### src/rtl/tensor_permute_address_gen_macros.svh
// Assertion macros shared by the tensor permute address generator RTL.
`ifndef TENSOR_PERMUTE_ADDRESS_GEN_MACROS_SVH
`define TENSOR_PERMUTE_ADDRESS_GEN_MACROS_SVH

`ifndef SYNTHESIS

// Clocked property, switched off while reset is asserted.
`define TPAG_ASSERT(lbl, clk, rst_n, prop, msg) \
  lbl: assert property (@(posedge clk) disable iff (!rst_n) prop) else $error(msg);

// Clocked property that is also checked during reset.
`define TPAG_ASSERT_ALWAYS(lbl, clk, prop, msg) \
  lbl: assert property (@(posedge clk) prop) else $error(msg);

`else

`define TPAG_ASSERT(lbl, clk, rst_n, prop, msg)
`define TPAG_ASSERT_ALWAYS(lbl, clk, prop, msg)

`endif

`endif

### src/rtl/tpag_pkg.sv
// Package with register indexes, field widths and reset values of the address generator.
package tpag_pkg;

  // Configuration port geometry.
  localparam int CFG_IDX_BITS  = 3;
  localparam int CFG_DATA_BITS = 64;

  // Register field widths.
  localparam int NUM_DIMS_BITS = 3;
  localparam int PERM_MAP_BITS = 8;
  localparam int PERM_BITS     = 2;
  localparam int STRIDE_BITS   = 32;
  localparam int PACKED_DIMS   = 4;

  // Width of the offset fields on the result channel.
  localparam int FIELD_OFFSET_BITS = 32;

  // Register reset values.
  localparam logic [NUM_DIMS_BITS-1:0] NUM_DIMS_RST  = 3'd1;
  localparam logic [CFG_DATA_BITS-1:0] DIM_SIZES_RST = 64'h0001_0001_0001_0001;
  localparam logic [CFG_DATA_BITS-1:0] STRIDES_RST   = 64'h0;
  localparam logic [PERM_MAP_BITS-1:0] PERM_MAP_RST  = 8'hE4;

  // Register indexes on the configuration port.
  typedef enum logic [CFG_IDX_BITS-1:0] {
    CFG_NUM_DIMS         = 3'd0,
    CFG_DIM_SIZES        = 3'd1,
    CFG_IN_STRIDES_LOW   = 3'd2,
    CFG_IN_STRIDES_HIGH  = 3'd3,
    CFG_OUT_STRIDES_LOW  = 3'd4,
    CFG_OUT_STRIDES_HIGH = 3'd5,
    CFG_PERM_MAP         = 3'd6
  } cfg_idx_e;

endpackage

### src/rtl/tpag_odometer.sv
// Coordinate odometer: holds the input coordinates and advances them once per transfer.
module tpag_odometer import tpag_pkg::*; #(
  parameter int MAX_DIMS  = 4,
  parameter int SIZE_BITS = 16,
  localparam int ND_BITS  = $clog2(MAX_DIMS + 1)
) (
  input  logic                               clk_i,
  input  logic                               rst_ni,
  input  logic                               adv_i,
  input  logic                               restart_i,
  input  logic [NUM_DIMS_BITS-1:0]           num_dims_i,
  input  logic [CFG_DATA_BITS-1:0]           dim_sizes_i,
  output logic [ND_BITS-1:0]                 nd_o,
  output logic [MAX_DIMS-1:0][SIZE_BITS-1:0] coord_o,
  output logic                               final_o
);

  logic [MAX_DIMS-1:0][SIZE_BITS-1:0] coord_q, coord_d;
  logic [MAX_DIMS-1:0][SIZE_BITS-1:0] size;
  logic [MAX_DIMS:0]                  carry;
  logic [ND_BITS-1:0]                 nd;

  // Dimensions in use: zero counts as one, and the count saturates at the maximum.
  always_comb begin
    if (num_dims_i == '0) begin
      nd = ND_BITS'(1);
    end else if (int'(num_dims_i) > MAX_DIMS) begin
      nd = ND_BITS'(MAX_DIMS);
    end else begin
      nd = ND_BITS'(num_dims_i);
    end
  end

  // Unpack the sizes; dimensions beyond the packed register have size one.
  for (genvar d = 0; d < MAX_DIMS; d++) begin : g_size
    if (d * SIZE_BITS < CFG_DATA_BITS) begin : g_packed
      logic [CFG_DATA_BITS-1:0] shifted;
      assign shifted = dim_sizes_i >> (d * SIZE_BITS);
      assign size[d] = shifted[SIZE_BITS-1:0];
    end else begin : g_unpacked
      assign size[d] = SIZE_BITS'(1);
    end
  end

  // Ripple the carry from dimension 0 upwards. A size of zero wraps like a size of one.
  always_comb begin
    logic [SIZE_BITS:0] inc;
    logic               wrap;
    carry[0] = 1'b1;
    for (int d = 0; d < MAX_DIMS; d++) begin
      coord_o[d] = restart_i ? '0 : coord_q[d];
      inc        = {1'b0, coord_o[d]} + (SIZE_BITS + 1)'(1);
      wrap       = inc >= {1'b0, size[d]};
      coord_d[d] = coord_o[d];
      if ((d < int'(nd)) && carry[d]) begin
        coord_d[d] = wrap ? '0 : inc[SIZE_BITS-1:0];
      end
      carry[d+1] = carry[d] && ((d >= int'(nd)) || wrap);
    end
  end

  assign nd_o    = nd;
  assign final_o = carry[MAX_DIMS];

  // Coordinate registers move on every accepted transfer.
  always_ff @(posedge clk_i or negedge rst_ni) begin
    if (!rst_ni) begin
      coord_q <= '0;
    end else if (adv_i) begin
      coord_q <= coord_d;
    end
  end

endmodule

### config.mk
export PLATFORM = sky130hd
export DESIGN_NAME = tpag_odometer
export DESIGN_NICKNAME = d
export VERILOG_FILES = /design/src/rtl/tensor_permute_address_gen_macros.svh /design/src/rtl/tpag_pkg.sv /design/src/rtl/tpag_odometer.sv
export SDC_FILE = /design/constraint.sdc
export NUM_CORES = 1
export LEC_CHECK = 0
export ABC_AREA = 1
export BUFFER_PORTS_ARGS = -buffer_cell sky130_fd_sc_hd__buf_2
export CELL_PAD_IN_SITES_DETAIL_PLACEMENT = 0
export CELL_PAD_IN_SITES_GLOBAL_PLACEMENT = 1
export CORE_UTILIZATION = 39
export DETAILED_ROUTE_END_ITERATION = 12
export PLACE_DENSITY = 0.89
export RECOVER_POWER = 25
export SYNTH_ARGS = -nofsm -noshare
export SYNTH_HDL_FRONTEND = slang
export SYNTH_SLANG_ARGS = --single-unit
### constraint.sdc
create_clock -name clk_i -period 7.25 [get_ports clk_i]
set_input_delay 1.45 -clock clk_i [delete_from_list [all_inputs] [get_ports clk_i]]
set_output_delay 1.45 -clock clk_i [all_outputs]
set_load 0.01 [all_outputs]
==> flow_metrics.tcl, run 1 <==
set metrics [dict create \
    ys.flop_type "dfrtp_1" \
    clkSlewWorstSetupHoldPaths_ns 0.05 \
    antenna_found_initial 0 \
    violations "max-capacitance violations, max-slew violations" \
    fmax_ghz 0.151 \
    grt.total_usage_pct 20.7 \
    cts.path.max_buffers 2 \
    cts_resized 0 \
    initial_core_util_pct 40.2 \
    cts_root_buffer "clkbuf_16" \
    hold_path_startpoint "coord_q[61]" \
    clk-insertion-delay-late_ns 0.34 \
    syn_nets 1180 \
    hold_class "register to register" \
    yosys_warnings 0 \
    dp_hpwl_um 13600 \
    drtPass1Iterations 5 \
    rsz0062_at_grt "no" \
    worst_hold_slack_ns 0.476 \
    synth_cells 1041 \
    synth_edf_count 0 \
    fp.dieArea_um2 17700 \
    drtIter0Drc 494 \
    grt_max_degree 76 \
    skew_ns 0.00693 \
    post-route-util_pct 46.9 \
    antenna_cells 0 \
    max-cap-violations 1 \
    tightest_slew_ns 3.73 \
    syn-cell-area_um2 6710 \
    top_register "coord_q" \
    vias 6600 \
    wl_per_cell_um 12.8 \
    core_um2 16700 \
    portBuffers 138 \
    grt_pass1_wl_um 29500 \
    ios 139 \
    setup_viol_count_final 0 \
    synth_seq_cells 64 \
    rows 47 \
    grt_remaining_overflow 0 \
    outcome "finished with violations" \
    avgSynthCellArea_um2 6.44 \
    top_regs "coord_q x64" \
    largest_register_ffs 64 \
    fin_crit_ns 6.61 \
    cts_setup_buffers 0 \
    cp_slowest_cell "nor2_1" \
    hold_viol 0 \
    cts_buffers 9 \
    yosysSeqAreaShare_pct 23.9 \
    drive_gt1_share_pct 18.4 \
    tns_ns 0 \
    slew_viol_final 65 \
    worstSetupPathType "input port to output pin" \
    wl_um 17800 \
    drc_errors 0 \
    required_ns 5.80 \
    max-vdd-ir-drop_mv 0.0985 \
    relSlewSlack_pct -149 \
    reg2reg_slack_ns 3.04 \
    setup.worst_path.end_class "output pin" \
    rr_startpoint "coord_q[32]" \
    die_w_um 133 \
    nets 1308 \
    cp.arrival_ns 5.16 \
    critPathMaxFanout 18 \
    cts_hold_buf 0 \
    fin_crit_sh_pct 91.1 \
    pwr_density_cell_nw_per_um2 119 \
    cts_tree "done" \
    globalplace.congestion 0.854 \
    cts_sinks 64 \
    vias_per_cell 4.73 \
    synthArstFlopShare_pct 100 \
    ys_types 44 \
    leakagePower_nw 4.87 \
    critical_path.startpoint "restart_i" \
    dieHeight_um 133 \
    area_growth_pct 16.7 \
    postRouteAntennaNets 0 \
    cp-start-kind "input port" \
    htree_num_levels 3 \
    path_cells "buf_2, nor2_1, ha_1, inv_1, nor2_1, inv_1, nor2_1, nand2_1, inv_2, nand2_1, nor3_2, nand3_1, xor2_1, inv_1, ha_1, inv_1, nor3_1, nand2_1, nand2_1, nand2_1, nand2_1, a21boi_4, nor3_1, buf_2" \
    grt_pass1_vias 6148 \
    critPathMostFrequentCell "nand2_1" \
    slowest_delay_ns 0.40 \
]
## where the power goes
part | internal, mW | switching, mW
logic | 0.0497 | 0.0934
registers | 0.365 | 0.00426
clock network | 0.259 | 0.160
total | 0.674 | 0.258
## cells in the final DEF, fill, tap and decap left out, types with 4 or more instances in the layout
cell type	synthesis	final
nand2_1	322	322
inv_1	214	214
buf_2	7	138
nor2_1	80	80
ha_1	68	68
dfrtp_1	64	64
nand3_1	59	59
xor2_1	31	31
a21oi_1	27	27
o21ai_0	24	24
nor2_2	16	16
nand4_1	13	13
o22ai_1	12	12
xnor2_1	11	11
nor3_2	10	10
nor3_1	9	9
clkbuf_16	0	9
nor2_4	7	7
a31oi_1	6	6
nand2_2	5	5
buf_4	4	5
inv_2	4	4
## path summary, 6_finish.rpt
check / depth (start not counted) / end
setup / recovery: 24 / final_o
hold / removal: 2 / coord_q[61]
setup reg to reg: 28 / coord_q[55]
hold reg to reg: 2 / coord_q[61]
max in group asynchronous: 2 / coord_q[37]
min in group asynchronous: 2 / coord_q[5]
## cell families (layout without fill, tap and decap cells)
kind of cell,after synthesis,count (layout),synth area share (%)
AOI/OAI and AO/OA,82,82,7.11
xor gates and xnor gates,43,43,5.73
adders and majority gates,68,68,12.7
buffers and inverters,247,380,14.9
DFF,64,64,23.9
and+or+nand+nor,537,537,35.7
## Yosys cell counts (2+ instances only)
cell type	number	share of area, %
a31oi_1	6	0.56
inv_2	4	0.22
nand4_2	3	0.56
nor2_1	80	4.5
clkbuf_1	10	0.56
nor3_2	10	1.5
o21a_1	2	0.22
ha_1	68	13
nor3_1	9	0.67
a211oi_1	3	0.34
nand2_4	2	0.34
nor4_1	2	0.19
nand2_1	322	18
nor2_4	7	1.2
buf_2	7	0.52
a21oi_1	27	2.0
buf_4	4	0.45
nand3_2	3	0.45
xor2_1	31	4.0
inv_4	2	0.19
nand2_2	5	0.47
buf_6	3	0.50
nand4_1	13	1.2
o22ai_1	12	1.1
o21ai_0	24	1.8
a21o_1	2	0.22
nand3_1	59	4.4
or2_2	3	0.28
dfrtp_1	64	24
nor2_2	16	1.5
xnor2_1	11	1.4
inv_1	214	12
buf_8	2	0.45
## worst max-delay path: cells and delay by family
| kind | cells | cell delay, ns |
|---|---|---|
| AO/OA/AOI/OAI | 1 | 0.17 |
| XOR/XNOR | 1 | 0.14 |
| adder cells (fa/ha/maj) | 2 | 0.54 |
| buffers and inverters | 7 | 0.77 |
| AND/OR/NAND/NOR | 13 | 2.08 |
## per-layer routing
| metal | up-vias | track usage [%] | wire, µm |
|---|---|---|---|
| met3 | 20 | 3.35 | 842 |
| li1 | 3458 | - | - |
| met4 | 0 | 5.49 | 254 |
| met1 | 2952 | 27.8 | 8500 |
| met2 | 170 | 34.3 | 8230 |
| met5 | - | 0 | 0 |
## final cells by class
type,instances,area [µm²]
clock buffer,14,274
clock inverter,2,12.5
fill,1760,8870
inverter,220,831
multi-input combinational,730,4110
sequential,64,1600
tap,220,275
timing repair buffer,144,732
## per-stage QoR
step / setup slack [ns] / cell area [µm²] / cells / total power [mW]
after floorplan: 0.811 / 6710 / 1041 / 0.464
after global placement: 0.741 / 7550 / 1378 / 0.519
after detailed placement: 0.640 / 7550 / 1378 / 0.520
after CTS: 0.626 / 7840 / 1394 / 0.949
after global routing: 0.239 / 7830 / 1394 / 0.977
final: 0.645 / 7830 / 1394 / 0.932
(Power assumes the default switching activity.)
==> run 2: changes to the inputs <==
--- a/config.mk
+++ b/config.mk
@@ -12,7 +12,6 @@
 export CORE_UTILIZATION = 39
 export DETAILED_ROUTE_END_ITERATION = 12
 export PLACE_DENSITY = 0.89
-export RECOVER_POWER = 25
 export SYNTH_ARGS = -nofsm -noshare
 export SYNTH_HDL_FRONTEND = slang
 export SYNTH_SLANG_ARGS = --single-unit
==> run 2 against run 1 <==
  * The flow now finishes without violations
  * Total power is essentially flat
  * Combinational power is essentially flat
  * Cell area is essentially flat
  * Clock-buffer cell count is the same
  * First-iteration DRC count grew 2.4%
  * Routed wire length is essentially flat
  * Critical endpoint unchanged
  * Highest routed layer unchanged
==> flow_metrics.tcl, run 2 (synthesis results as in run 1) <==
set metrics [dict create \
    final_cell_mix "nand2_1, inv_1, buf_2, nor2_1, ha_1" \
    min_delay_path_depth 2 \
    rows 47 \
    dp_hpwl_um 13600 \
    hold_viol 0 \
    cts_tree "done" \
    fmax_ghz 0.151 \
    worst_r2r_endpoint "coord_q[55]" \
    worstSetupPathType "input port to output pin" \
    antenna_cells 0 \
    p_comb_share_pct 15.4 \
    initial_core_util_pct 40.2 \
    drtIter0Drc 506 \
    critical_path.startpoint "restart_i" \
    drtPass1Iterations 5 \
    cts.path.max_buffers 2 \
    cp-start-kind "input port" \
    hold_end "coord_q[61]" \
    hold_path_startpoint "coord_q[61]" \
    p_int_mw 0.674 \
    die_w_um 133 \
    grt_pass1_vias 6148 \
    r2r_cells 28 \
    cts_resized 0 \
    cts_hold_buf 0 \
    relSlewSlack_pct 41.2 \
    setup_viol_count_final 0 \
    top_register "coord_q" \
    required_ns 5.80 \
    clkPwrFrac_pct 45.0 \
    portBuffers 138 \
    num-fill-cells 1760 \
    switchingPower_mw 0.258 \
    critPathMaxFanout 18 \
    dieHeight_um 133 \
    rr_startpoint "coord_q[32]" \
    ios 139 \
    drc_errors 0 \
    skew_ns 0.00682 \
    cts_sinks 64 \
    fin_crit_ns 6.62 \
    nets 1308 \
    grt_pass1_wl_um 29500 \
    pwr_density_cell_nw_per_um2 119 \
    wl_um 17800 \
    rsz0062_at_grt "no" \
    slew_viol_final 0 \
    largest_register_ffs 64 \
    postRouteAntennaNets 0 \
    hold_class "register to register" \
    wl_per_cell_um 12.8 \
    fp.dieArea_um2 17700 \
    grt_remaining_overflow 0 \
    post-route-util_pct 46.9 \
    sw_frac_of_total_pct 27.7 \
    max-cap-violations 0 \
    cts_buffers 9 \
    fin_crit_sh_pct 91.3 \
    vias_per_cell 4.73 \
    globalplace.congestion 0.854 \
    setup.worst_path.end_class "output pin" \
    reg2reg_slack_ns 3.03 \
    area_growth_pct 16.8 \
    cp.arrival_ns 5.17 \
    seqPwrFrac_pct 39.6 \
    drive_gt1_share_pct 18.5 \
    top_regs "coord_q x64" \
    antenna_found_initial 0 \
    grt_max_degree 76 \
    cts_setup_buffers 0 \
    grt.total_usage_pct 20.7 \
    clkSlewWorstSetupHoldPaths_ns 0.05 \
    tns_ns 0 \
    leakagePower_nw 4.87 \
    core_um2 16700 \
    cts_root_buffer "clkbuf_16" \
    max-vdd-ir-drop_mv 0.0980 \
    clk-insertion-delay-late_ns 0.34 \
    tightest_slew_ns 0.882 \
    vias 6593 \
    htree_num_levels 3 \
    outcome "completed" \
    final_common_cell "nand2_1" \
]
==> run 2: changes by cell type in the layout (fill, tap and decap cells not counted) <==
cell,change
clkbuf_1,-1
buf_4,+1
==> run 2: power by group through the flow <==
stage | Sequential (mW) | Combinational, mW | Clock (mW)
detailed placement | 0.376 | 0.145 | 0
global route | 0.370 | 0.164 | 0.443
floorplan | 0.375 | 0.0893 | 0
finish | 0.369 | 0.143 | 0.419
global placement | 0.375 | 0.144 | 0
CTS | 0.369 | 0.145 | 0.434
==> run 2: area by class of cell <==
type / instances / area (µm²) / area share (%)
Multi-Input combinational cell: 730 / 4110 / 52.4
Sequential cell: 64 / 1600 / 20.4
Inverter: 220 / 831 / 10.6
Timing Repair Buffer: 144 / 736 / 9.39
Tap cell: 220 / 275 / 3.51
Clock buffer: 14 / 274 / 3.50
Clock inverter: 2 / 12.5 / 0.160
==> run 2: through the flow <==
step           setup WS [ns]  hold slack (ns)  area, µm²  total power [mW]  cells
2_1_floorplan          0.811            0.449       6710             0.464   1041
3_3_place_gp           0.741            0.462       7550             0.519   1378
3_5_place_dp           0.640            0.466       7550             0.520   1378
4_1_cts                0.626            0.481       7840             0.949   1394
5_1_grt                0.239            0.492       7840             0.978   1394
6_report               0.631            0.476       7840             0.932   1394
==> run 2: critical path, cell delays in order <==
cell      delay, ns
buf_2          0.21
nor2_1         0.41
ha_1           0.25
inv_1          0.06
nor2_1         0.09
inv_1          0.08
nor2_1         0.14
nand2_1        0.08
inv_2          0.08
nand2_1        0.07
nor3_2         0.19
nand3_1        0.12
xor2_1         0.14
inv_1          0.08
ha_1           0.29
inv_1          0.06
nor3_1         0.30
nand2_1        0.09
nand2_1        0.07
nand2_1        0.05
nand2_1        0.11
a21boi_4       0.17
nor3_1         0.37
buf_2          0.20
==> run 2: worst max path at each step <==
stage	slack (ns)	cells past startpoint	end
floorplan	0.81	25	final_o
global placement	0.74	24	final_o
detailed placement	0.64	24	final_o
CTS	0.63	24	final_o
global route	0.24	24	final_o
finish	0.63	24	final_o
==> run 2: per-layer routing <==
metal,GRT usage [%],up-vias,wire length [µm]
met3,3.35,20,898
met5,0,-,0
met2,34.3,172,8240
met1,27.8,2944,8430
met4,5.49,0,255
li1,-,3457,-
